### config.mk
export PLATFORM = sky130hd
export DESIGN_NAME = mwv_front
export DESIGN_NICKNAME = d
export VERILOG_FILES = /design/src/rtl/core/mwv_pkg.sv /design/src/rtl/core/mwv_front.sv
export SDC_FILE = /design/constraint.sdc
export NUM_CORES = 1
export LEC_CHECK = 0
export BUFFER_PORTS_ARGS = -buffer_cell sky130_fd_sc_hd__buf_2
export CORE_MARGIN = 5
export CORE_UTILIZATION = 43
export DETAILED_ROUTE_END_ITERATION = 8
export PLACE_DENSITY = 0.82
export RECOVER_POWER = 100
export SKIP_LAST_GASP = 1
export SLEW_MARGIN = 20
export SYNTH_ARGS = -nofsm -noshare
export SYNTH_HDL_FRONTEND = slang
export SYNTH_SLANG_ARGS = --single-unit
### constraint.sdc
create_clock -name clk -period 3.2 [get_ports clk]
set_input_delay 0.64 -clock clk [delete_from_list [all_inputs] [get_ports clk]]
set_output_delay 0.64 -clock clk [all_outputs]
set_load 0.1 [all_outputs]
### src/rtl/core/mwv_pkg.sv
`default_nettype none

package mwv_pkg;

	localparam int MAX_WINDOW = 256;
	localparam int SAMPLE_BITS = 16;

	localparam int PTR_W = $clog2(MAX_WINDOW);
	localparam int CNT_W = PTR_W + 1;
	localparam int WLEN_W = 9;
	localparam int DOF_W = 8;
	localparam int SUM_W = SAMPLE_BITS + PTR_W + 1;
	localparam int MAG_W = SUM_W - 1;
	localparam int SQ_W = 2 * SAMPLE_BITS - 1;
	localparam int SUMSQ_W = SQ_W + PTR_W;
	localparam int NUM_W = SUMSQ_W + CNT_W;
	localparam int DEN_W = 2 * CNT_W - 1;
	localparam int VAR_W = 39;
	localparam int STEP_W = $clog2(NUM_W + 1);

	localparam int CFG_IDX_W = 2;
	localparam int CFG_DATA_W = WLEN_W;

	localparam logic [WLEN_W-1:0] RESET_WINDOW_LEN = WLEN_W'(256);
	localparam logic [DOF_W-1:0] RESET_DOF = DOF_W'(1);

	typedef enum logic [CFG_IDX_W-1:0] {
		REG_WINDOW_LEN = 2'd0,
		REG_DOF = 2'd1
	} cfg_reg_t;

	typedef struct packed {
		logic signed [SAMPLE_BITS-1:0] sample;
		logic missing;
	} in_t;

	typedef struct packed {
		logic [VAR_W-1:0] variance;
		logic valid_res;
		logic config_error;
	} out_t;

	typedef struct packed {
		logic upd;
		logic cfg_err;
		logic signed [SAMPLE_BITS-1:0] sample;
	} cmd_t;

	typedef struct packed {
		logic [CNT_W-1:0] n;
		logic [DOF_W-1:0] dof;
		logic clear;
	} cfg_t;

endpackage

`default_nettype wire

### src/rtl/core/mwv_front.sv
`default_nettype none

module mwv_front (
	input wire logic clk,
	input wire logic arst_n,
	input wire logic cfg_valid,
	output logic cfg_ready,
	input wire logic [mwv_pkg::CFG_IDX_W-1:0] cfg_index,
	input wire logic [mwv_pkg::CFG_DATA_W-1:0] cfg_wdata,
	input wire logic sample_valid,
	output logic sample_stall,
	input wire mwv_pkg::in_t sample_item,
	input wire logic queue_full,
	output logic push,
	output mwv_pkg::cmd_t push_cmd,
	output mwv_pkg::cfg_t cfg
);
	import mwv_pkg::*;

	logic [WLEN_W-1:0] window_len_q;
	logic [DOF_W-1:0] dof_q;
	logic cfg_we;
	logic [CNT_W-1:0] n_eff;
	logic cfg_err;

	assign cfg_ready = 1'b1;
	assign cfg_we = cfg_valid && cfg_ready;

	always_ff @(posedge clk or negedge arst_n) begin
		if (!arst_n) begin
			window_len_q <= RESET_WINDOW_LEN;
			dof_q <= RESET_DOF;
		end else if (cfg_we) begin
			if (cfg_index == REG_WINDOW_LEN) begin
				window_len_q <= cfg_wdata[WLEN_W-1:0];
			end
			if (cfg_index == REG_DOF) begin
				dof_q <= cfg_wdata[DOF_W-1:0];
			end
		end
	end

	always_comb begin
		if (int'(window_len_q) > MAX_WINDOW) begin
			n_eff = CNT_W'(MAX_WINDOW);
		end else begin
			n_eff = CNT_W'(window_len_q);
		end
	end

	assign cfg_err = int'(n_eff) <= int'(dof_q) + 1;

	assign cfg.n = n_eff;
	assign cfg.dof = dof_q;
	assign cfg.clear = cfg_we && (cfg_index == REG_WINDOW_LEN || cfg_index == REG_DOF);

	assign sample_stall = queue_full;
	assign push = sample_valid && !queue_full;
	assign push_cmd.upd = !cfg_err && !sample_item.missing;
	assign push_cmd.cfg_err = cfg_err;
	assign push_cmd.sample = sample_item.sample;

endmodule

`default_nettype wire

Word-level counts from Yosys, hierarchy flattened
Index checks and enable logic that the tools add are counted.
{"block": "op_classes", "addsub": 1, "n_lt_le_gt_ge": 2, "n_eq_ne": 1, "n_mux": 1, "n_reduce_logical": 10}
{"op": "$add A8 B1 Y9 const B", "count": 1}
{"op": "$gt A9 B9 Y1 const B", "count": 1}
{"op": "$le A9 B9 Y1", "count": 1}
{"op": "$mux W9", "count": 1}
{"op": "$reduce_and A2 Y1", "count": 2}
{"op": "$logic_and A1 B1 Y1", "count": 3}
{"op": "$logic_not A1 Y1", "count": 3}
{"op": "$eq A2 B1 Y1 const B", "count": 1}
{"op": "$logic_not A2 Y1", "count": 1}
{"op": "$logic_or A1 B1 Y1", "count": 1}
{"block": "totals", "register_bits": 17, "input_bits": 33}

Depth between registers and ports, before layout
Gate-level depths: netlist (run 1).
{"block": "depth", "ltp_word": 5, "mapped_depth": 10, "depth_no_buf": 9}

Least setup slack after synthesis (run 1)
OpenSTA, ideal clock, no wires.
{"block": "synth_path", "path_type": "reg-to-output", "startpoint": "register window_len_q[8]", "endpoint": "output port push_cmd[17] in the netlist's numbering", "t_arrival_ps": 3233, "required_ps": 2560, "slack_ps": -673, "path_stages_with_launch": 7, "path_buffers": 0, "cell_sequence": "dfstp_2 nor2b_1 ha_1 nor2b_1 o21a_1 o21a_1 o211a_1"}
{"item": "start: declaration", "line": "mwv_front.sv:20", "source": "logic [WLEN_W-1:0] window_len_q;"}
{"item": "start signal: assignment", "line": "mwv_front.sv:35", "source": "window_len_q <= cfg_wdata[WLEN_W-1:0];"}
{"item": "end: declaration", "line": "mwv_front.sv:15", "source": "output mwv_pkg::cmd_t push_cmd,"}

==> qor.yml, run 1 <==
start_util_pct: 44.6
rows: 19
dr.pass1.iters: 4
worst_slew_margin_rel_pct: 22.6
syn2layout_area_growth_pct: 14.7
fin_nets: 178
syn-mean-instance-area_um2: 11.2
synth_top_area_share_pct: 30.5
ys_seq_area_share_pct: 34.8
synth-seq-cells: 17
crit_arrival_ps: 2650
worst_slew_pin_slew_ps: 1170
grt_max_degree: 18
io_buffers: 38
via_count: 878
clk_pin_slew_ps: 90
cts.sinks: 17
coreArea_um2: 2760
ctsRootBufferMaster: "clkbuf_4"
slew_viol_final: 0
power_density_nw_per_um2: 810
crit_path_frequent_cell: "nand4_1"
fin_skew_ps: 0
startpoint: "dof_q[0]$_DFFE_PN1P_"
startpoint_type: "flop"
multiInputGateArea_um2: 662
postLayoutCellArea_um2: 1410
vdd_drop_max_mv: 0.557
crit_path_max_incr_delay_ps: 650
die-area_um2: 4030
clk_latency_ps: 280
fmax_ghz: 0.304
track_usage_pct: 14.0
wire_per_inst_um: 16.9
htree_levels: 1
seqCellArea_um2: 435
reg2reg_from: "window_len_q[8]$_DFFE_PN1P_"
viasPerCell: 5.32
setup_viol: 2
end_kind: "output pin"
synth_area_leader_cell: "dfrtp_1"
grt_pass1_wl_um: 4580
cts_tree: "built"
postCtsHoldBufs: 0
drt-total-wl_um: 2790
drc: 0
slowest_stage: "dfstp_4"
status: "finished with violations"
ant_nets: 0
dieHeight_um: 63.5
grt_pass1_vias: 1016
setup_ws_ps: -86.1
antenna_found_initial: 0
diodes: 0
fillers: 255
yosys_warnings: 0
final_common_cell: "buf_2"
rsz0062_at_grt: "yes"
hold_path.class: "in2async"
synth_nets: 153
crit_fanout: 3
fin_crit_ps: 3290
violations: "setup timing"
routabilityCongestion: 0.791
cts_inserted_buffers: 3
synth_area_leaders: "dfrtp_1 (30%), buf_4 (12%), mux2_4 (11%)"
placed_area_um2: 1360
clk_path_buf_depth: 2
min_period_over_period_pct: 103
hold_viol_final: 0
layout-drive-gt1-share_pct: 55.2
initialDrtViolationCount: 7
syn_inst: 110
synth_cell_types: 26
whs_ps: 433
leakage_nw: 0.641
drv_cap: 0
grt-ovfl-total: 0
cp_data_required_time_ps: 2560
dp_hpwl_um: 2170
power.total_mw: 1.14
syn-cell-area_um2: 1230
num_io_pins: 72
final_cell_mix: "buf_2 (30), mux2_2 (14), dfrtp_1 (12)"
worstSetupPathType: "reg2out"
die_x_um: 63.5
path_cells: "and4_1, nand4_1, xor2_1, ha_1, nand4_1, nor2_2, o21a_1, o211a_4, buf_12"
-- worst paths after layout --
check                                              end  slack [ps]  cells past startpoint
setup / recovery                          push_cmd[17]         -90                      9
hold / removal             window_len_q[5]$_DFFE_PN0P_         430                      1
setup reg to reg           window_len_q[8]$_DFFE_PN1P_        2190                      1
hold reg to reg            window_len_q[3]$_DFFE_PN0P_         510                      1
max in group asynchronous         dof_q[1]$_DFFE_PN0P_        2170                      1
min in group clk           window_len_q[3]$_DFFE_PN0P_         510                      1
-- cells by family after synthesis --
group                    Yosys count  share of synthesized area, %
AND/OR/NAND/NOR                   26                          13.1
AO/OA/AOI/OAI                      8                          4.37
XOR/XNOR                           6                          4.27
flip-flops                        17                          34.8
multiplexers                      17                          18.3
buffers and inverters             25                          14.7
adder cells (fa/ha/maj)           10                          10.2
other                              1                         0.305
-- repair_timing --
item / CTS / global route
endpoints found under the setup margin: 2 / 2
pin swaps: 6 / 1
buffers inserted: 3 / 0
resized for setup: 12 / 0
-- critical path, delay by kind of cell (launching register included) --
family / cells / cell delay, ps
xor gates and xnor gates: 1 / 160
DFF: 1 / 650
AOI/OAI and AO/OA: 2 / 380
adders and majority gates: 1 / 320
and+or+nand+nor: 4 / 670
buffers and inverters: 1 / 170
-- per-layer routing --
| layer | track usage, % | share of wire (%) | vias up | routed length (um) |
|---|---|---|---|---|
| met2 | 27.2 | 55 | 31 | 1550 |
| met4 | 5.45 | 1.6 | 0 | 46 |
| met1 | 14.6 | 37 | 439 | 1040 |
| met3 | 2.31 | 5.6 | 6 | 155 |
| li1 | - | - | 402 | - |
| met5 | 0 | 0 | - | 0 |
-- per-stage QoR --
step / std cells / util (%) / setup slack (ps) / setup TNS, ps
global route: 165 / 51.2 / -153 / -274
detailed placement: 158 / 49.2 / 94.5 / 0
floorplan: 110 / - / 9.57 / 0
CTS: 165 / 53.2 / -61.2 / -81.4
global placement: 158 / 49.2 / 196 / 0
finish: 165 / 51.2 / -86.1 / -106
-- sequential cells by signal (all words and copies together) (netlist names) --
register,count
window_len_q,9
dof_q,8
-- cell usage after synthesis --
cell and n:
inv_1 4, conb_1 1, dfstp_2 2, dfrtp_1 15, buf_12 1, xor2_1 4
mux2_4 9, nand2b_1 1, nand3_1 3, o21ai_0 1, nor2b_1 9, buf_4 19
nor2b_4 2, o211a_1 1, ha_1 10, clkbuf_1 1, nand4_1 3, nand2_1 4
o21a_1 2, o221ai_1 1, nor2_1 2, nand2_2 1, mux2_2 8, xnor2_1 2
a21oi_1 3, and4_1 1
-- power breakdown --
group          switching, mW  total (mW)  internal [mW]
Sequential            0.0568       0.319          0.262
Clock                 0.0640       0.113         0.0485
Combinational          0.523       0.713          0.190
-- cell type report --
class	count	area share (%)
multi-input combinational	68	46.9
tap	31	2.75
inverter	4	1.06
sequential	17	30.8
clock buffer	4	1.86
timing repair buffer	41	16.7
(Power assumes the default switching activity.)
==> inputs of run 2 (changes only) <==
- CORE_UTILIZATION: 43 -> 39
- PLACE_DENSITY: 0.82 -> 0.79
- clock period: 3.2 -> 2.97 ns (I/O delays scaled with it)
==> run 2 against run 1 <==
  * Global-route usage fell by 0.45 points
  * Sequential power rose by 8.2%
  * Final cell count rose by 7.3%
  * Final area rose by 1.2%
  * Largest cell class unchanged
  * Clock power rose by 6%
  * Total power rose by 6.7%
  * Clock skew did not move
  * The run still ends with setup timing left
==> qor.yml, run 2 (same netlist as run 1, synthesis figures left out) <==
dieHeight_um: 66.2  # was 63.5 um
clk_pin_slew_ps: 100  # was 90 ps
grt_pass1_vias: 931  # was 1016
end_kind: "output pin"  # unchanged
p_comb_share_pct: 61.9  # was 62.3%
routabilityCongestion: 0.755  # was 0.791
die-area_um2: 4380  # was 4030 um^2
worst_slew_margin_rel_pct: 20.8  # was 22.6%
pwr-share-seq_pct: 28.3  # was 27.9%
crit_fanout: 3  # unchanged
status: "finished with violations"  # unchanged
initialDrtViolationCount: 34  # was 7
drt-total-wl_um: 2680  # was 2790 um
fin_skew_ps: 0  # unchanged
r2r_cells: 1  # unchanged
power_switching_mw: 0.686  # was 0.643 mW
slew_viol_final: 0  # unchanged
crit_path_max_incr_delay_ps: 650  # about the same
syn2layout_area_growth_pct: 16.2  # was 14.7%
placedCellCount: 171  # was 158
rsz0062_at_grt: "yes"  # unchanged
start_util_pct: 40.3  # was 44.6%
crit_arrival_ps: 2520  # was 2650 ps
postLayoutCellArea_um2: 1430  # was 1410 um^2
drv_cap: 0  # unchanged
path_cells: "and4_4, nand4_1, xor2_1, ha_1, nand4_1, o221ai_2, o211a_4, buf_12"  # was and4_1, nand4_1, xor2_1, ha_1, nand4_1, nor2_2, o21a_1, o211a_4, buf_12
via_count: 834  # was 878
num_io_pins: 72  # unchanged
crit_cells: 8  # was 9
power.total_mw: 1.22  # was 1.14 mW
fillers: 303  # was 255
r2r_setup_slack_ps: 1960  # was 2190 ps
cp_data_required_time_ps: 2380  # was 2560 ps
rows: 20  # was 19
cpLargestDelayFamily: "flip-flops"  # was simple AND/OR/NAND/NOR gates
largestRegisters: "window_len_q (9), dof_q (8)"  # unchanged
hold_viol_final: 0  # unchanged
drc: 0  # unchanged
startpoint_type: "flop"  # unchanged
fin_crit_ps: 3120
io_buffers: 38  # unchanged
finalSetupTns_ps: -241  # was -106 ps
cts_tree: "built"  # unchanged
clk_latency_ps: 280  # about the same
fin_nets: 177  # was 178
diodes: 0  # unchanged
viasPerCell: 4.71  # was 5.32
slowest_stage: "dfstp_4"  # unchanged
min_period_over_period_pct: 105
clk_path_buf_depth: 2  # unchanged
wire_per_inst_um: 15.2  # was 16.9 um
p_int_mw: 0.536  # was 0.501 mW
violations: "setup timing"  # unchanged
ctsRootBufferMaster: "clkbuf_4"  # unchanged
dp_hpwl_um: 2170  # about the same
grt_pass1_wl_um: 4520  # was 4580 um
p_clk_share_pct: 9.8  # about the same
cts_inserted_buffers: 3  # unchanged
utilization_pct: 46.8  # was 51.2%
multiInputGateArea_um2: 669  # was 662 um^2
worstSetupPathType: "reg2out"  # unchanged
setup_viol: 2  # unchanged
post-place-ws_ps: 74.6  # was 94.5 ps
placed_area_um2: 1400  # was 1360 um^2
antenna_found_initial: 0  # unchanged
layout-drive-gt1-share_pct: 55.6  # was 55.2%
regMostFlops: "window_len_q"  # unchanged
grt_max_degree: 18  # unchanged
grt-ovfl-total: 0  # unchanged
vdd_drop_max_mv: 0.266  # was 0.557 mV
htree_levels: 1  # unchanged
hold_path.class: "in2async"  # unchanged
final_cells: 177  # was 165
seqCellArea_um2: 438  # was 435 um^2
final_cell_mix: "buf_2 (29), mux2_2 (13), dfrtp_1 (10)"  # was buf_2 (30), mux2_2 (14), dfrtp_1 (12)
crit_buf_inv: 1  # unchanged
largest_register_ffs: 9  # unchanged
cts.sinks: 17  # unchanged
die_x_um: 66.2  # was 63.5 um
setup_ws_ps: -145  # was -86.1 ps
track_usage_pct: 13.6  # was 14.0%
coreArea_um2: 3050  # was 2760 um^2
worst_slew_pin_slew_ps: 1190  # was 1170 ps
swShare_pct: 56.1  # was 56.2%
leakage_nw: 0.636  # was 0.641 nW
fmax_ghz: 0.321
final_common_cell: "buf_2"  # unchanged
whs_ps: 399  # was 433 ps
dr.pass1.iters: 4  # unchanged
power_density_nw_per_um2: 854  # was 810 nW/um^2
crit_path_frequent_cell: "nand4_1"  # unchanged
ant_nets: 0  # unchanged
run 2: repair_timing:
item | CTS | global route
gates resized for setup | 7 | 2
setup endpoints to repair | 2 | 2
cloned | 0 | 0
pin swaps | 9 | 3
hold buffers | 0 | 0
setup buffers | 2 | 0
run 2: metal layers:
| layer | track usage (%) | vias to the layer above | routed length [um] |
|---|---|---|---|
| met4 | 7.61 | 0 | 53 |
| met2 | 23.0 | 28 | 1320 |
| met1 | 16.2 | 399 | 1170 |
| met5 | 0 | - | 0 |
| met3 | 2.04 | 6 | 139 |
| li1 | - | 401 | - |
run 2: cell type report:
class | count | share of cell area (%)
Timing Repair Buffer | 40 | 15.8
Sequential cell | 17 | 30.6
Inverter | 4 | 1.05
Multi-Input combinational cell | 68 | 46.8
Tap cell | 44 | 3.85
Clock buffer | 4 | 1.84
run 2: power groups by stage:
stage | sequential (mW) | clock, mW | combinational, mW
2_1_floorplan | 0.485 | 0 | 0.572
3_3_place_gp | 0.343 | 0 | 0.732
3_5_place_dp | 0.347 | 0 | 0.752
4_1_cts | 0.345 | 0.127 | 0.778
5_1_grt | 0.354 | 0.140 | 0.792
6_report | 0.345 | 0.120 | 0.756
run 2: final timing paths:
check,startpoint,end
min reg2reg,window_len_q[7]$_DFFE_PN0P_,window_len_q[7]$_DFFE_PN0P_
max in group asynchronous,arst_n,dof_q[1]$_DFFE_PN0P_
min in group clk,window_len_q[7]$_DFFE_PN0P_,window_len_q[7]$_DFFE_PN0P_
max,dof_q[0]$_DFFE_PN1P_,push_cmd[17]
min,arst_n,dof_q[5]$_DFFE_PN0P_
max reg2reg,window_len_q[8]$_DFFE_PN1P_,window_len_q[8]$_DFFE_PN1P_
==> inputs of run 3 (changes only) <==
--- a/config.mk
+++ b/config.mk
@@ -8,2 +8,3 @@
 export BUFFER_PORTS_ARGS = -buffer_cell sky130_fd_sc_hd__buf_2
+export CAP_MARGIN = 30
 export CORE_MARGIN = 5
==> constraint.sdc (replaced) <==
create_clock -name clk -period 2.97 [get_ports clk]
set_input_delay 0.297 -clock clk [delete_from_list [all_inputs] [get_ports clk]]
set_output_delay 0.297 -clock clk [all_outputs]
set_load 0.05 [all_outputs]
==> run 3 against run 2 <==
  * The flow now finishes without violations
  * Non-clock buffer count grew 1
  * Sequential power down 4%
  * Critical path type unchanged
  * Utilization shrank 3.4 points
  * Combinational power decreased by 36%
  * Via count up 2.0%
  * Setup slack gained 320 ps
  * Highest routed layer unchanged
  * Global-route usage shrank 0.78 points
  * Wire length is 5.9% lower
  * Critical endpoint unchanged
  * Maximum frequency grew 11%
  * Worst hold slack worse by 150 ps
==> qor.yml, run 3 (same netlist as run 1, synthesis figures left out) <==
initialDrtViolationCount: 26  # was 34
io_buffers: 38  # unchanged
startpoint_type: "flop"  # unchanged
largest_register_ffs: 9  # unchanged
largestRegisters: "window_len_q (9), dof_q (8)"  # unchanged
syn2layout_area_growth_pct: 7.72  # was 16.2%
drv_cap: 0  # unchanged
clk_path_buf_depth: 2  # unchanged
grt_pass1_vias: 961  # was 931
die_x_um: 66.2  # unchanged
worstReg2RegEnd: "window_len_q[8]$_DFFE_PN1P_"  # unchanged
htree_levels: 1  # unchanged
finalSetupTns_ps: 0  # was -241 ps
track_usage_pct: 12.8  # was 13.6%
power_density_nw_per_um2: 707  # was 854 nW/um^2
whs_ps: 246  # was 399 ps
cts.sinks: 17  # unchanged
layout-drive-gt1-share_pct: 33.6  # was 55.6%
worst_slew_margin_rel_pct: 37.6  # was 20.8%
rsz0062_at_grt: "no"  # was yes
cts_inserted_buffers: 3  # unchanged
drc: 0  # unchanged
coreArea_um2: 3050  # unchanged
min_period_over_period_pct: 94.1  # was 105%
hold_path.class: "in2reg"  # was in2async
rows: 20  # unchanged
vdd_drop_max_mv: 0.361  # was 0.266 mV
fmax_ghz: 0.358  # was 0.321 GHz
clk_latency_ps: 280  # about the same
fin_skew_ps: 0  # unchanged
final_cells: 178  # was 177
slew_viol_final: 0  # unchanged
r2r_cells: 1  # unchanged
dp_hpwl_um: 2070  # was 2170 um
fin_nets: 178  # was 177
post-place-ws_ps: 317  # was 74.6 ps
fin_crit_ps: 2800  # was 3120 ps
hold_viol_final: 0  # unchanged
leakage_nw: 0.586  # was 0.636 nW
final_common_cell: "clkbuf_1"  # was buf_2
viasPerCell: 4.78  # was 4.71
worstSetupPathType: "reg2out"  # unchanged
crit_arrival_ps: 2500  # was 2520 ps
status: "complete, no violations"  # was finished with violations
dieHeight_um: 66.2  # unchanged
start_util_pct: 40.3  # unchanged
cp_data_required_time_ps: 2670  # was 2380 ps
die-area_um2: 4380  # unchanged
power.total_mw: 0.938  # was 1.22 mW
grt_pass1_wl_um: 4310  # was 4520 um
grt_max_degree: 18  # unchanged
wire_per_inst_um: 14.2  # was 15.2 um
reg2reg_from: "window_len_q[8]$_DFFE_PN1P_"  # unchanged
setup_ws_ps: 174  # was -145 ps
drt-total-wl_um: 2530  # was 2680 um
final_cell_mix: "clkbuf_1 (21), buf_2 (16), mux2_2 (15), dfrtp_1 (15), nor2b_1 (11)"  # was buf_2 (29), mux2_2 (13), dfrtp_1 (10)
worst_slew_pin_slew_ps: 936  # was 1190 ps
num_io_pins: 72  # unchanged
setup_viol: 0  # was 2
startpoint: "dof_q[0]$_DFFE_PN1P_"  # unchanged
cts_tree: "built"  # unchanged
end_kind: "output pin"  # unchanged
antenna_found_initial: 0  # unchanged
timing.critical_path.to: "push_cmd[17]"  # unchanged
grt-ovfl-total: 0  # unchanged
routabilityCongestion: 0.741  # was 0.755
regMostFlops: "window_len_q"  # unchanged
r2r_setup_slack_ps: 1890  # was 1960 ps
ctsRootBufferMaster: "clkbuf_4"  # unchanged
clk_pin_slew_ps: 90  # was 100 ps
crit_fanout: 4  # was 3
diodes: 0  # unchanged
dr.pass1.iters: 4  # unchanged
placedCellCount: 171  # unchanged
ant_nets: 0  # unchanged
via_count: 851  # was 834
==> run 3: layout make-up <==
| type | count | area (um^2) |
|---|---|---|
| well taps | 44 | 55.1 |
| inverters | 4 | 15.0 |
| repair buffers | 41 | 199 |
| flip-flops and latches | 17 | 428 |
| fillers | 323 | 1730 |
| multi-input cells | 68 | 603 |
| clock buffers | 4 | 26.3 |
==> run 3: where the power goes <==
part	total [mW]	switching, mW	internal (mW)
sequential	0.330	0.0519	0.278
combinational	0.487	0.329	0.158
clock	0.121	0.0683	0.0522
total	0.938	0.450	0.489
==> run 3: worst min path at each step <==
stage | start | cells past startpoint | slack (ps) | end
final | cfg_wdata[8] | 2 | 250 | window_len_q[8]$_DFFE_PN1P_
after global routing | cfg_wdata[8] | 2 | 230 | window_len_q[8]$_DFFE_PN1P_
after CTS | cfg_wdata[8] | 2 | 240 | window_len_q[8]$_DFFE_PN1P_
after detailed placement | arst_n | 1 | 240 | dof_q[1]$_DFFE_PN0P_
after global placement | arst_n | 1 | 220 | window_len_q[1]$_DFFE_PN0P_
after floorplan | arst_n | 0 | 1 | dof_q[1]$_DFFE_PN0P_
==> run 3: repair_timing <==
item,CTS,global route
gates resized for setup,1,8
setup buffers,0,2
endpoints found under the setup margin,1,2
hold buffers,1,0
endpoints found under the hold margin,15,0
pin swaps,0,2
==> run 3: critical path, stage by stage, from the launching register on <==
cell	delay, ps
dfstp_2	560
buf_4	110
and4_1	180
nand4_1	120
xor2_1	170
ha_1	290
nand4_1	160
nor2_2	140
o21a_1	140
o211a_1	170
buf_6	160
==> run 3: stage by stage <==
stage | area, um^2 | utilization [%]
5_1_grt | 1330 | 43.4
4_1_cts | 1350 | 44.2
2_1_floorplan | 1230 | -
6_report | 1330 | 43.4
3_3_place_gp | 1310 | 42.9
3_5_place_dp | 1310 | 42.9
==> run 3: per-layer routing <==
metal  track usage [%]  wire length (um)  vias to the layer above
met5                 0                 0                        -
met2              22.6              1280                       33
met1              14.3               975                      401
li1                  -                 -                      403
met3              2.04               194                       14
met4              7.61                77                        0
