## src/rtl/core/mwv_pkg.sv

```systemverilog
`default_nettype none

package mwv_pkg;

	localparam int MAX_WINDOW = 256;
	localparam int SAMPLE_BITS = 16;

	localparam int PTR_W = $clog2(MAX_WINDOW);
	localparam int CNT_W = PTR_W + 1;
	localparam int WLEN_W = 9;
	localparam int DOF_W = 8;
	localparam int SUM_W = SAMPLE_BITS + PTR_W + 1;
	localparam int MAG_W = SUM_W - 1;
	localparam int SQ_W = 2 * SAMPLE_BITS - 1;
	localparam int SUMSQ_W = SQ_W + PTR_W;
	localparam int NUM_W = SUMSQ_W + CNT_W;
	localparam int DEN_W = 2 * CNT_W - 1;
	localparam int VAR_W = 39;
	localparam int STEP_W = $clog2(NUM_W + 1);

	localparam int CFG_IDX_W = 2;
	localparam int CFG_DATA_W = WLEN_W;

	localparam logic [WLEN_W-1:0] RESET_WINDOW_LEN = WLEN_W'(256);
	localparam logic [DOF_W-1:0] RESET_DOF = DOF_W'(1);

	typedef enum logic [CFG_IDX_W-1:0] {
		REG_WINDOW_LEN = 2'd0,
		REG_DOF = 2'd1
	} cfg_reg_t;

	typedef struct packed {
		logic signed [SAMPLE_BITS-1:0] sample;
		logic missing;
	} in_t;

	typedef struct packed {
		logic [VAR_W-1:0] variance;
		logic valid_res;
		logic config_error;
	} out_t;

	typedef struct packed {
		logic upd;
		logic cfg_err;
		logic signed [SAMPLE_BITS-1:0] sample;
	} cmd_t;

	typedef struct packed {
		logic [CNT_W-1:0] n;
		logic [DOF_W-1:0] dof;
		logic clear;
	} cfg_t;

endpackage

`default_nettype wire

```

## src/rtl/core/mwv_queue.sv

```systemverilog
`default_nettype none

module mwv_queue (
	input wire logic clk,
	input wire logic arst_n,
	input wire logic push,
	input wire mwv_pkg::cmd_t push_cmd,
	output logic full,
	input wire logic pop,
	output logic head_valid,
	output mwv_pkg::cmd_t head_cmd
);
	import mwv_pkg::*;

	cmd_t entry_q [2];
	logic wr_ptr_q;
	logic rd_ptr_q;
	logic [1:0] count_q;
	logic do_push;
	logic do_pop;

	assign full = count_q == 2'd2;
	assign head_valid = count_q != 2'd0;
	assign head_cmd = entry_q[rd_ptr_q];
	assign do_push = push && !full;
	assign do_pop = pop && head_valid;

	always_ff @(posedge clk) begin
		if (do_push) begin
			entry_q[wr_ptr_q] <= push_cmd;
		end
	end

	always_ff @(posedge clk or negedge arst_n) begin
		if (!arst_n) begin
			wr_ptr_q <= 1'b0;
			rd_ptr_q <= 1'b0;
			count_q <= 2'd0;
		end else begin
			if (do_push) begin
				wr_ptr_q <= !wr_ptr_q;
			end
			if (do_pop) begin
				rd_ptr_q <= !rd_ptr_q;
			end
			if (do_push && !do_pop) begin
				count_q <= count_q + 2'd1;
			end else if (do_pop && !do_push) begin
				count_q <= count_q - 2'd1;
			end
		end
	end

	a_count_bound: assert property (@(posedge clk) disable iff (!arst_n)
		count_q <= 2'd2)
		else $error("queue holds more than two entries");

	a_pointers_track: assert property (@(posedge clk) disable iff (!arst_n)
		(count_q == 2'd0 || count_q == 2'd2) |-> (wr_ptr_q == rd_ptr_q))
		else $error("queue pointers disagree with the entry count");

	a_no_push_full: assert property (@(posedge clk) disable iff (!arst_n)
		full |=> (count_q != 2'd0 || $past(pop)))
		else $error("full queue emptied without a pop");

endmodule

`default_nettype wire

```

## config.mk

```make
export PLATFORM = sky130hd
export DESIGN_NAME = mwv_queue
export DESIGN_NICKNAME = d
export VERILOG_FILES = /design/src/rtl/core/mwv_pkg.sv /design/src/rtl/core/mwv_queue.sv
export SDC_FILE = /design/constraint.sdc
export NUM_CORES = 1
export LEC_CHECK = 0
export BUFFER_PORTS_ARGS = -buffer_cell sky130_fd_sc_hd__buf_2
export CORE_MARGIN = 1.5
export CORE_UTILIZATION = 30
export DETAILED_ROUTE_END_ITERATION = 6
export PLACE_DENSITY = 0.53
export SETUP_SLACK_MARGIN = 0.15
export SYNTH_ARGS = -nofsm -noshare
export SYNTH_HDL_FRONTEND = slang
export SYNTH_SLANG_ARGS = --single-unit
```

## constraint.sdc

```tcl
create_clock -name clk -period 2.69 [get_ports clk]
set_clock_uncertainty 0.2 [all_clocks]
set_input_delay 0.538 -clock clk [delete_from_list [all_inputs] [get_ports clk]]
set_output_delay 0.538 -clock clk [all_outputs]
set_load 0.005 [all_outputs]
```

# --- After elaboration in Yosys (flattened, before gate mapping) ---
# Memory sizes are Yosys's and may differ from the RTL's.
# Index checks and enable logic that the tools add are counted.
op_classes:
  addsub: 2
  n_mul: 0
  div_mod_pow: 0
  n_lt_le_gt_ge: 0
  eq_ne: 1
  n_shift: 0
  n_mux: 4
  n_bitwise: 0
  n_reduce_logical: 11
ops:
  columns: ["cell", "n"]
  rows:
  - ["1-bit logical NOT", 5]
  - ["1-bit logical AND", 4]
  - ["2-bit two-way mux", 2]
  - ["2-bit nonzero test", 2]
  - ["2-bit by 1-bit adder with 2-bit output (second input constant)", 1]
  - ["2-bit equality test (second input constant)", 1]
  - ["1-bit two-way mux", 2]
  - ["2-bit by 1-bit subtractor with 2-bit output (second input constant)", 1]
word_totals:
  ff_bits: 4
  latchBits: 0
  ram_bits: 36
  mem_bits_ro: 0
  input_bits: 22
  output_inout_bits: 20
  memories: 1
mem_list:
  columns: ["memory", "depth", "word_bits", "read_ports", "rd_ports_with_merged_regs", "write_ports", "line_no", "rtl"]
  rows:
  - ["entry_q", 2, 18, 1, 0, 1, "mwv_queue.sv:15", "cmd_t entry_q [2];"]

# --- Logic depth before layout (Yosys ltp) ---
# Gate-level depths: netlist of run 1.
logic_depth:
  word_depth: 7
  ltp_mapped: 7
  depth_no_buf: 7

# --- Worst setup path before layout of run 1 ---
# Ideal clock, no wire load.
synth_path:
  path_kind: "input port to flip-flop"
  from: "input push"
  to: "memory entry_q[0][0] (netlist bit), enable pin"
  setup_ns: 0.392
  arrival_time_ns: 1.403
  t_required_ns: 2.098
  setup_slack_ns: 0.694
  cell_stages: 2
  path_buffers: 0
  path_cell_list: "nand2_1 -> nor2_1"
synth_via:
  elab_chain_cells: 3
synth_lines:
  columns: ["item", "line_no", "rtl"]
  rows:
  - ["from (decl)", "mwv_queue.sv:6", "input wire logic push,"]
  - ["1-bit logical AND", "mwv_queue.sv:25", "assign do_push = push && !full;"]
  - ["1-bit two-way mux", "mwv_queue.sv:29", "if (do_push) begin"]
  - ["1-bit two-way mux (not written as such)", "mwv_queue.sv:30", "entry_q[wr_ptr_q] <= push_cmd;"]
  - ["to (decl)", "mwv_queue.sv:15", null]
# No other way between the ends.

==> results of run 1 <==
-- metal layers --
metal,global-route usage [%],up-vias
met5,0,-
met4,4.85,0
met3,4.82,5
met2,16.2,27
met1,10.3,376
li1,-,379
-- worst max-delay path, cell delays in order (launching register included) --
cell and delay (ns):
dfrtp_1 0.35, buf_4 0.22, mux2_2 0.35, buf_2 0.12
-- placed cells by master (no fill, tap or decap), types with 2 or more instances in the layout --
| cell type | n |
|---|---|
| xor2_1 | 2 |
| inv_1 | 2 |
| xnor2_1 | 3 |
| mux2_2 | 9 |
| mux2_4 | 9 |
| edfxtp_1 | 36 |
| clkbuf_8 | 7 |
| buf_4 | 4 |
| buf_2 | 41 |
| dfrtp_1 | 4 |
-- layout make-up --
cell class                      count  area [µm²]  share of cell area [%]
Clock buffer                        7        96.3                    4.88
Clock inverter                      1        30.0                    1.52
Inverter                            2        7.51                   0.380
Multi-Input combinational cell     31         332                    16.8
Sequential cell                    40        1180                    59.8
Tap cell                           67        83.8                    4.24
Timing Repair Buffer               46         245                    12.4
-- cell families after synthesis --
group	Yosys count
buffers and inverters	4
adder cells (fa/ha/maj)	1
AND/OR/NAND/NOR	7
multiplexers	18
flip-flops	40
XOR/XNOR	5
-- registers in the layout, summed over array words and instances (netlist names) --
name	count
entry_q	36
count_q	2
rd_ptr_q	1
wr_ptr_q	1
-- power by group --
part           switching (mW)  internal, mW  leakage, nW  total [mW]
Sequential             0.0518         0.857        0.381       0.909
Clock                   0.193         0.327       0.0645       0.520
Combinational           0.293         0.353        0.353       0.647
Total                   0.538          1.54        0.799        2.08
-- repair_timing --
item | CTS | global route
hold endpoints to repair | 4 | 0
gates resized for setup | 0 | 0
hold buffers | 1 | 0
-- stage by stage --
stage	cells	hold slack, ns	area [µm²]	setup WS, ns	utilization, %
floorplan	75	0.0424	1550	0.694	-
global placement	185	0.148	1840	0.933	37.9
detailed placement	185	0.152	1840	0.933	37.9
CTS	194	0.228	1980	0.603	40.7
global route	194	0.227	1980	0.545	40.7
finish	194	0.239	1980	0.626	40.7
-- how the worst max path moves through the flow --
| stage | startpoint | to | depth (start not counted) |
|---|---|---|---|
| 2_1_floorplan | push | entry_q[0][0] | 2 |
| 3_3_place_gp | rd_ptr_q | head_cmd[7] | 3 |
| 3_5_place_dp | rd_ptr_q | head_cmd[7] | 3 |
| 4_1_cts | rd_ptr_q | head_cmd[7] | 3 |
| 5_1_grt | rd_ptr_q | head_cmd[7] | 3 |
| 6_report | rd_ptr_q | head_cmd[7] | 3 |
==> impl_metrics.toml, run 1 <==
[outcome]
status = "complete, no violations"

[floorplanning]
dieHeight_um = 74.9
die_w_um = 74.9
initial_core_util_pct = 31.9
die_area_mm2 = 0.00560
pin_count = 42
rows = 25
fp.coreArea_mm2 = 0.00485

[cells_and_area]
drive_gt1_share_pct = 57.5
finalNetCount = 149
insertedDiodeCount = 0
area_growth_syn_to_layout_pct = 27.5
fill_cells = 462

[setup_path]
reg2reg_to = "count_q[1]"
reg2reg_slack_ns = 0.98
r2r_cells = 7
r2r-start = "count_q[0]"
required_ns = 1.95
worst_setup_path_start_kind = "flip-flop"
critical_path_class = "flip-flop to primary output"
crit_path_max_fanout = 10
crit_path_end_kind = "primary output"
cp.arrival_ns = 1.33

[logic_synthesis]
synth.area.mux_share_pct = 15.3
ys_ff_latch = 40
syn_area_per_cell_um2 = 20.7
synthSimpleGateAreaFrac_pct = 2.34
synth_edf_count = 36
ys.flop_type = "edfxtp_1"
synth_top_area_share_pct = 69.8
yosys-top-cells-count = "edfxtp_1, mux2_2, mux2_4, dfrtp_1, xnor2_1"
synth_cell_types = 16
synth_xor_area_share_pct = 2.83
synth_top_family_by_area = "multiplexers"
synth_area_leaders = "edfxtp_1, mux2_4, mux2_2"
ys_warn_count = 0
syn_inst = 75
synth_compound_area_share_pct = 0
synthArstFlopShare_pct = 10.0
synth_top_area_cell = "edfxtp_1"
synthAdderAreaFrac_pct = 0.808
ys_seq_area_share_pct = 76.3
syn_area_mm2 = 0.00155
syn_nets = 98
synth.most_common_cell = "edfxtp_1"

[timing]
relSlewSlack_pct = 83.2
tightest_slew_ns = 0.252
rsz0062_at_grt = "false"
slew_violations = 0
period_needed_ns = 2.06
fin_crit_sh_pct = 76.7
tns_ns = 0
hold_viol = 0
max_freq_mhz = 485
setup_viol = 0

[drt]
routedLengthMet1_um = 989
drt-pass1-iter-count = 4
drc_errors = 0
routed_wl_um = 2550
routed.top_layer = "met4"
ant_nets = 0
wl_met2_um = 1320
dr_total_vias = 787
wl_per_cell_um = 13.1
wl_met3_um = 203
vias_per_cell = 4.06
drtIter0Drc = 82

[min_path]
min_to = "entry_q[0][15]"
worstHoldPathType = "input port to flip-flop"
min_from = "push_cmd[15]"
whs_path_depth = 1

[grt]
antenna_found_initial = 0
grt_max_degree = 19
grt_pass1_vias = 827
grt_usage_pct = 9.75
grt_overflow = 0
grt_pass1_wl_um = 3820

[clock_tree]
tritoncts = "built"
clock-sinks = 40
root_buffer = "clkbuf_8"
insertion_delay_ns = 0.28
numCtsBuffers = 5
clk_path_buf_depth = 2
post_cts_buffers = 0
clkTransAtPathRegs_ns = 0.07
htree_levels = 2

[placed_design]
place.gp.congestion = 0.596
io_buffers = 41
hpwl_um = 1830

[power_and_ir_drop]
total_power_mw = 2.08
ir_drop_uv = 470
power_leakage_nw = 0.799
power_density_mw_per_mm2 = 1050

[run]
maxCapViolations = 0
No activity file was read; power rests on OpenSTA's default activity.
==> inputs of run 2 (changes only) <==
--- a/config.mk
+++ b/config.mk
@@ -5,6 +5,7 @@
 export SDC_FILE = /design/constraint.sdc
 export NUM_CORES = 1
 export LEC_CHECK = 0
+export ABC_AREA = 1
 export BUFFER_PORTS_ARGS = -buffer_cell sky130_fd_sc_hd__buf_2
 export CORE_MARGIN = 1.5
 export CORE_UTILIZATION = 30
==> constraint.sdc (replaced) <==
create_clock -name clk -period 2.05 [get_ports clk]
set_clock_uncertainty 0.2 [all_clocks]
set_input_delay 0.41 -clock clk [delete_from_list [all_inputs] [get_ports clk]]
set_output_delay 0.41 -clock clk [all_outputs]
set_load 0.005 [all_outputs]
==> run 2 against run 1 <==
Sequential share of layout area increased by 0.27 points; global-route usage increased by 1.6 points; clock power down 4%; largest power group unchanged.
==> impl_metrics.toml, run 2 <==
[timing]
max_freq_mhz = 570
setup_viol = 0
rsz0062_at_grt = "false"
tightest_slew_ns = 0.373
fin_crit_sh_pct = 85.5
period_needed_ns = 1.75
slew_violations = 0
tns_ns = 0
relSlewSlack_pct = 74.9
hold_viol = 0

[logic_synthesis]
ys_ff_latch = 40
synth_area_leaders = "edfxtp_1, nand2_1, dfrtp_1"
yosys-top-cells-count = "nand2_1, edfxtp_1, inv_1, dfrtp_1, nand2_2"
synth_top_area_cell = "edfxtp_1"
synth_cell_types = 16
syn_inst = 125
ys.flop_type = "edfxtp_1"
syn_area_mm2 = 0.00155
syn_area_per_cell_um2 = 12.4
syn_nets = 148
synth_top_area_share_pct = 69.6
synthArstFlopShare_pct = 10.0
ys_warn_count = 0
ys_seq_area_share_pct = 76.1
synth.most_common_cell = "nand2_1"
synth_edf_count = 36

[setup_path]
crit_path_max_fanout = 19
required_ns = 1.44
critPathTopFamily = "flip-flops"
critical_path_class = "flip-flop to primary output"
worst_setup_path_start_kind = "flip-flop"
startpoint = "rd_ptr_q"
r2r-start = "count_q[1]"
cp_cell_sequence = "inv_4 -> nand2_1 -> nand2_1 -> buf_2"
crit_path_end_kind = "primary output"
crit_path_max_incr_delay_ns = 0.42
reg2reg_to = "entry_q[0][13]"
cp.arrival_ns = 1.14
timing.critical_path.buf_inv = 2
r2r_cells = 6
reg2reg_slack_ns = 0.38
critPathSlowestCell = "dfrtp_1"
crit_top_cell = "nand2_1"

[cells_and_area]
area_growth_syn_to_layout_pct = 26.7
insertedDiodeCount = 0
biggestRegsByFlops = "entry_q (36), count_q (2)"
finalNetCount = 200
drive_gt1_share_pct = 35.4
fill_cells = 491
top_register = "entry_q"
layout_common_cells = "nand2_1, buf_2, edfxtp_1"
largest_register_ffs = 36
multi_input_area_um2 = 318
final_common_cell = "nand2_1"
seqCellArea_mm2 = 0.00118
utilization_pct = 39.0

[power_and_ir_drop]
ir_drop_uv = 631
power_frac_comb_pct = 34.6
switching_share_pct = 33.6
power_density_mw_per_mm2 = 1310
internal_power_mw = 1.71
pwr-share-seq_pct = 46.0
power_leakage_nw = 0.884
total_power_mw = 2.58
power_switching_mw = 0.868
p_clk_share_pct = 19.4

[drt]
dr_total_vias = 1011
vias_per_cell = 4.08
ant_nets = 0
drtIter0Drc = 75
drc_errors = 0
drt-pass1-iter-count = 4
routed_wl_um = 2870
wl_per_cell_um = 11.6

[grt]
antenna_found_initial = 0
grt_pass1_wl_um = 4460
grt_pass1_vias = 974
grt_overflow = 0
grt_usage_pct = 11.3
grt_max_degree = 20

[floorplanning]
die_area_mm2 = 0.00562
fp.coreArea_mm2 = 0.00504
dieHeight_um = 74.9
pin_count = 42
initial_core_util_pct = 30.8
rows = 26
die_w_um = 74.9

[outcome]
status = "complete, no violations"

[placed_design]
hpwl_um = 2140
place.gp.congestion = 0.672
io_buffers = 41

[clock_tree]
numCtsBuffers = 5
htree_levels = 2
clock-sinks = 40
clk_path_buf_depth = 2
tritoncts = "built"
root_buffer = "clkbuf_8"
post_cts_buffers = 0
clkTransAtPathRegs_ns = 0.08
insertion_delay_ns = 0.28

[run]
maxCapViolations = 0

[min_path]
min_to = "entry_q[0][9]"
worstHoldPathType = "input port to flip-flop"
min_from = "push_cmd[9]"
whs_path_depth = 1
run 2: changes by cell type in the layout (fill, tap and decap cells not counted), moves of 2 or more:
cell and delta:
nand2_1 +61, mux2_2 -9, mux2_4 -9, inv_1 +4, buf_4 +2, clkbuf_8 -2
clkinv_2 +2, nand2_2 +2, nand3_1 +2, xnor2_1 -2, xor2_1 -2
run 2: worst register-to-register path, delay by kind of cell, from the launching register on:
| family | cells | cell delay, ns |
|---|---|---|
| simple gates | 3 | 0.24 |
| flops | 1 | 0.38 |
| buf+inv | 3 | 0.59 |
run 2: repair_timing:
action,4_1_cts,5_1_grt
endpoints found under the setup margin,0,18
hold buffers,1,0
resized for setup,0,2
endpoints found under the hold margin,4,0
run 2: cell type report:
class | instances | share of cell area, %
clock buffer | 5 | 3.50
inverter | 8 | 1.65
multi-input combinational | 74 | 16.2
clock inverter | 3 | 0.954
timing repair buffer | 48 | 13.2
sequential | 40 | 60.1
tap | 70 | 4.45
run 2: worst max-delay path by stage:
stage | end | cells after the start
detailed placement | entry_q[0][14] | 6
global placement | entry_q[0][14] | 6
CTS | head_cmd[9] | 4
floorplan | entry_q[1][0] | 3
global route | head_cmd[14] | 4
finish | head_cmd[9] | 4
run 2: cells by family after synthesis:
group / Yosys count / share of synthesized area, %
adders and majority gates: 1 / 0.806
xor gates and xnor gates: 1 / 0.564
AOI/OAI and AO/OA: 1 / 0.322
and+or+nand+nor: 71 / 18.6
buffers and inverters: 11 / 3.63
DFF: 40 / 76.1
run 2: stage by stage:
step / hold WS, ns / std cells / cell area [µm²] / setup slack (ns)
after floorplan: -0.0856 / 125 / 1560 / 0.361
after global placement: 0.0190 / 239 / 1870 / 0.411
after global routing: 0.0883 / 248 / 1970 / 0.173
after detailed placement: 0.0216 / 239 / 1870 / 0.363
after CTS: 0.0940 / 248 / 1960 / 0.169
final: 0.104 / 248 / 1970 / 0.297
run 2: routing by layer:
metal	vias up	part of all wire, %	global-route usage, %
li1	512	-	-
met2	38	46	18.2
met5	-	0	0
met3	2	6.9	4.95
met4	0	0.38	3.64
met1	459	47	13.8
run 2: power groups by stage:
stage | combinational (mW) | sequential, mW | clock [mW]
3_3_place_gp | 0.882 | 1.20 | 0
3_5_place_dp | 0.916 | 1.20 | 0
4_1_cts | 0.921 | 1.19 | 0.518
5_1_grt | 1.03 | 1.21 | 0.558
2_1_floorplan | 0.547 | 1.19 | 0
6_report | 0.893 | 1.19 | 0.501
==> inputs of run 3 (changes only) <==
--- a/config.mk
+++ b/config.mk
@@ -5,7 +5,6 @@
 export SDC_FILE = /design/constraint.sdc
 export NUM_CORES = 1
 export LEC_CHECK = 0
-export ABC_AREA = 1
 export BUFFER_PORTS_ARGS = -buffer_cell sky130_fd_sc_hd__buf_2
 export CORE_MARGIN = 1.5
 export CORE_UTILIZATION = 30
==> constraint.sdc (replaced) <==
create_clock -name clk -period 1.95 [get_ports clk]
set_clock_uncertainty 0.2 [all_clocks]
set_input_delay 0.39 -clock clk [delete_from_list [all_inputs] [get_ports clk]]
set_output_delay 0.39 -clock clk [all_outputs]
set_load 0.005 [all_outputs]
==> run 3 against run 2 <==
Worst hold slack got worse by 0.0093 ns; register-to-register slack got worse by 0.10 ns; total power rose by 17%; sequential power grew 8%; non-clock buffer count decreased by 1; core utilization up 4.6 points; sequential share of layout area down 4.1 points; critical path depth is 1 lower; wire length down 10%; global-route usage down 1.7 points.
==> impl_metrics.toml, run 3 (synthesis results as in run 1) <==
[cells_and_area]
multi_input_area_um2 = 368
final_common_cell = "edfxtp_1"
insertedDiodeCount = 0
layout_common_cells = "edfxtp_1, buf_2, mux2_4, buf_6, clkbuf_8"
largest_register_ffs = 36
top_register = "entry_q"
seqCellArea_mm2 = 0.00118
biggestRegsByFlops = "entry_q (36), count_q (2)"
finalNetCount = 150
instances_no_fill = 194
area_growth_syn_to_layout_pct = 36.5
fill_cells = 453
drive_gt1_share_pct = 58.3

[drt]
vias_per_cell = 4.11
drc_errors = 0
ant_nets = 0
drtIter0Drc = 58
wl_per_cell_um = 13.3
routed_wl_um = 2580
drt-pass1-iter-count = 2
dr_total_vias = 797

[grt]
grt_usage_pct = 9.66
grt_overflow = 0
antenna_found_initial = 0
grt_pass1_vias = 804
grt_max_degree = 19
grt_pass1_wl_um = 3880

[setup_path]
critical_path_class = "flip-flop to primary output"
crit_path_max_incr_delay_ns = 0.45
crit_path_max_fanout = 9
cp.arrival_ns = 1.34
critPathSlowestCell = "dfrtp_2"
r2r-start = "count_q[0]"
reg2reg_to = "count_q[1]"
timing.critical_path.buf_inv = 2
required_ns = 1.36
reg2reg_slack_ns = 0.28
crit_path_end_kind = "primary output"
critPathTopFamily = "flip-flops"
crit_cells = 3
r2r_cells = 6
worst_setup_path_start_kind = "flip-flop"
cp_cell_sequence = "clkbuf_16 -> mux2_4 -> buf_6"

[power_and_ir_drop]
power_density_mw_per_mm2 = 1430
power_leakage_nw = 0.868
ir_drop_uv = 628

[clock_tree]
clock-sinks = 40
tritoncts = "built"
clkTransAtPathRegs_ns = 0.07
numCtsBuffers = 5
clk_path_buf_depth = 2
htree_levels = 2
root_buffer = "clkbuf_8"
insertion_delay_ns = 0.28

[timing]
tightest_slew_ns = 0.257
hold_viol = 0
finalWorstSetupSlack_ns = 0.0218
max_freq_mhz = 519
slew_violations = 0
setup_viol = 0
period_needed_ns = 1.93
fin_crit_sh_pct = 98.9
tns_ns = 0
rsz0062_at_grt = "true"
relSlewSlack_pct = 82.9

[min_path]
worstHoldPathType = "input port to flip-flop"
min_from = "push_cmd[14]"
min_to = "entry_q[0][14]"
whs_path_depth = 1

[placed_design]
dp_cells = 184
hpwl_um = 1790
place.gp.congestion = 0.588
dp_slack_ns = 0.248
io_buffers = 41

[run]
maxCapViolations = 0

[floorplanning]
fp.coreArea_mm2 = 0.00485
die_area_mm2 = 0.00560
pin_count = 42
dieHeight_um = 74.9
die_w_um = 74.9
initial_core_util_pct = 31.9
rows = 25

[outcome]
status = "complete, no violations"
## run 3: changes by cell type in the layout (fill, tap and decap cells not counted), sizes merged, moves of 2 or more
cell	change
clkinv	-2
xnor2	+2
clkbuf	+2
nand3	-2
buf	-2
mux2	+18
inv	-6
nand2	-63
xor2	+2
## run 3: area by class of cell
class                      instances  area share [%]
clock buffer                       6            3.43
clock inverter                     1           0.237
inverter                           2           0.355
tap                               67            3.96
timing repair buffer              47            18.7
sequential                        40            55.9
multi-input combinational         31            17.4
## run 3: power by group
part / switching (mW) / internal (mW) / total, mW
sequential: 0.0902 / 1.19 / 1.28
combinational: 0.465 / 0.792 / 1.26
clock: 0.255 / 0.243 / 0.498
## run 3: how the worst max path moves through the flow
stage / from / end
after CTS: rd_ptr_q / head_cmd[11]
after global placement: rd_ptr_q / head_cmd[12]
after global routing: rd_ptr_q / head_cmd[4]
final: rd_ptr_q / head_cmd[4]
after floorplan: count_q[0] / entry_q[0][0]
after detailed placement: count_q[0] / count_q[1]
## run 3: timing repair
item                       CTS  global route
hold buffers                 1             0
pin swaps                    0             0
hold endpoints to repair     4             0
gates resized for setup      9            20
gates cloned                 0             1
buffers inserted             0             1
setup endpoints to repair   18            19
## run 3: per-stage QoR
step           hold WS [ns]  util, %  instance area, µm²  total power [mW]
2_1_floorplan        -0.106        -                1550              1.89
3_3_place_gp       -0.00155     38.0                1840              2.17
3_5_place_dp        0.00534     38.0                1840              2.22
4_1_cts              0.0857     41.0                1990              2.83
5_1_grt              0.0824     43.6                2110              3.20
6_report             0.0948     43.6                2110              3.03
## run 3: worst register-to-register path, stage by stage (launching register included)
cell and delay [ns]:
dfrtp_1 0.42, nand2b_1 0.20, nand2_2 0.12, inv_1 0.05
ha_1 0.30, nor2_1 0.16, xor2_1 0.16
## run 3: per-layer routing
| metal | part of all wire [%] | global-route usage [%] | up-vias |
|---|---|---|---|
| met5 | 0 | 0 | - |
| met4 | 1.7 | 4.24 | 0 |
| met3 | 5.1 | 3.61 | 4 |
| met2 | 51 | 16.5 | 21 |
| met1 | 42 | 10.8 | 390 |
| li1 | - | - | 382 |
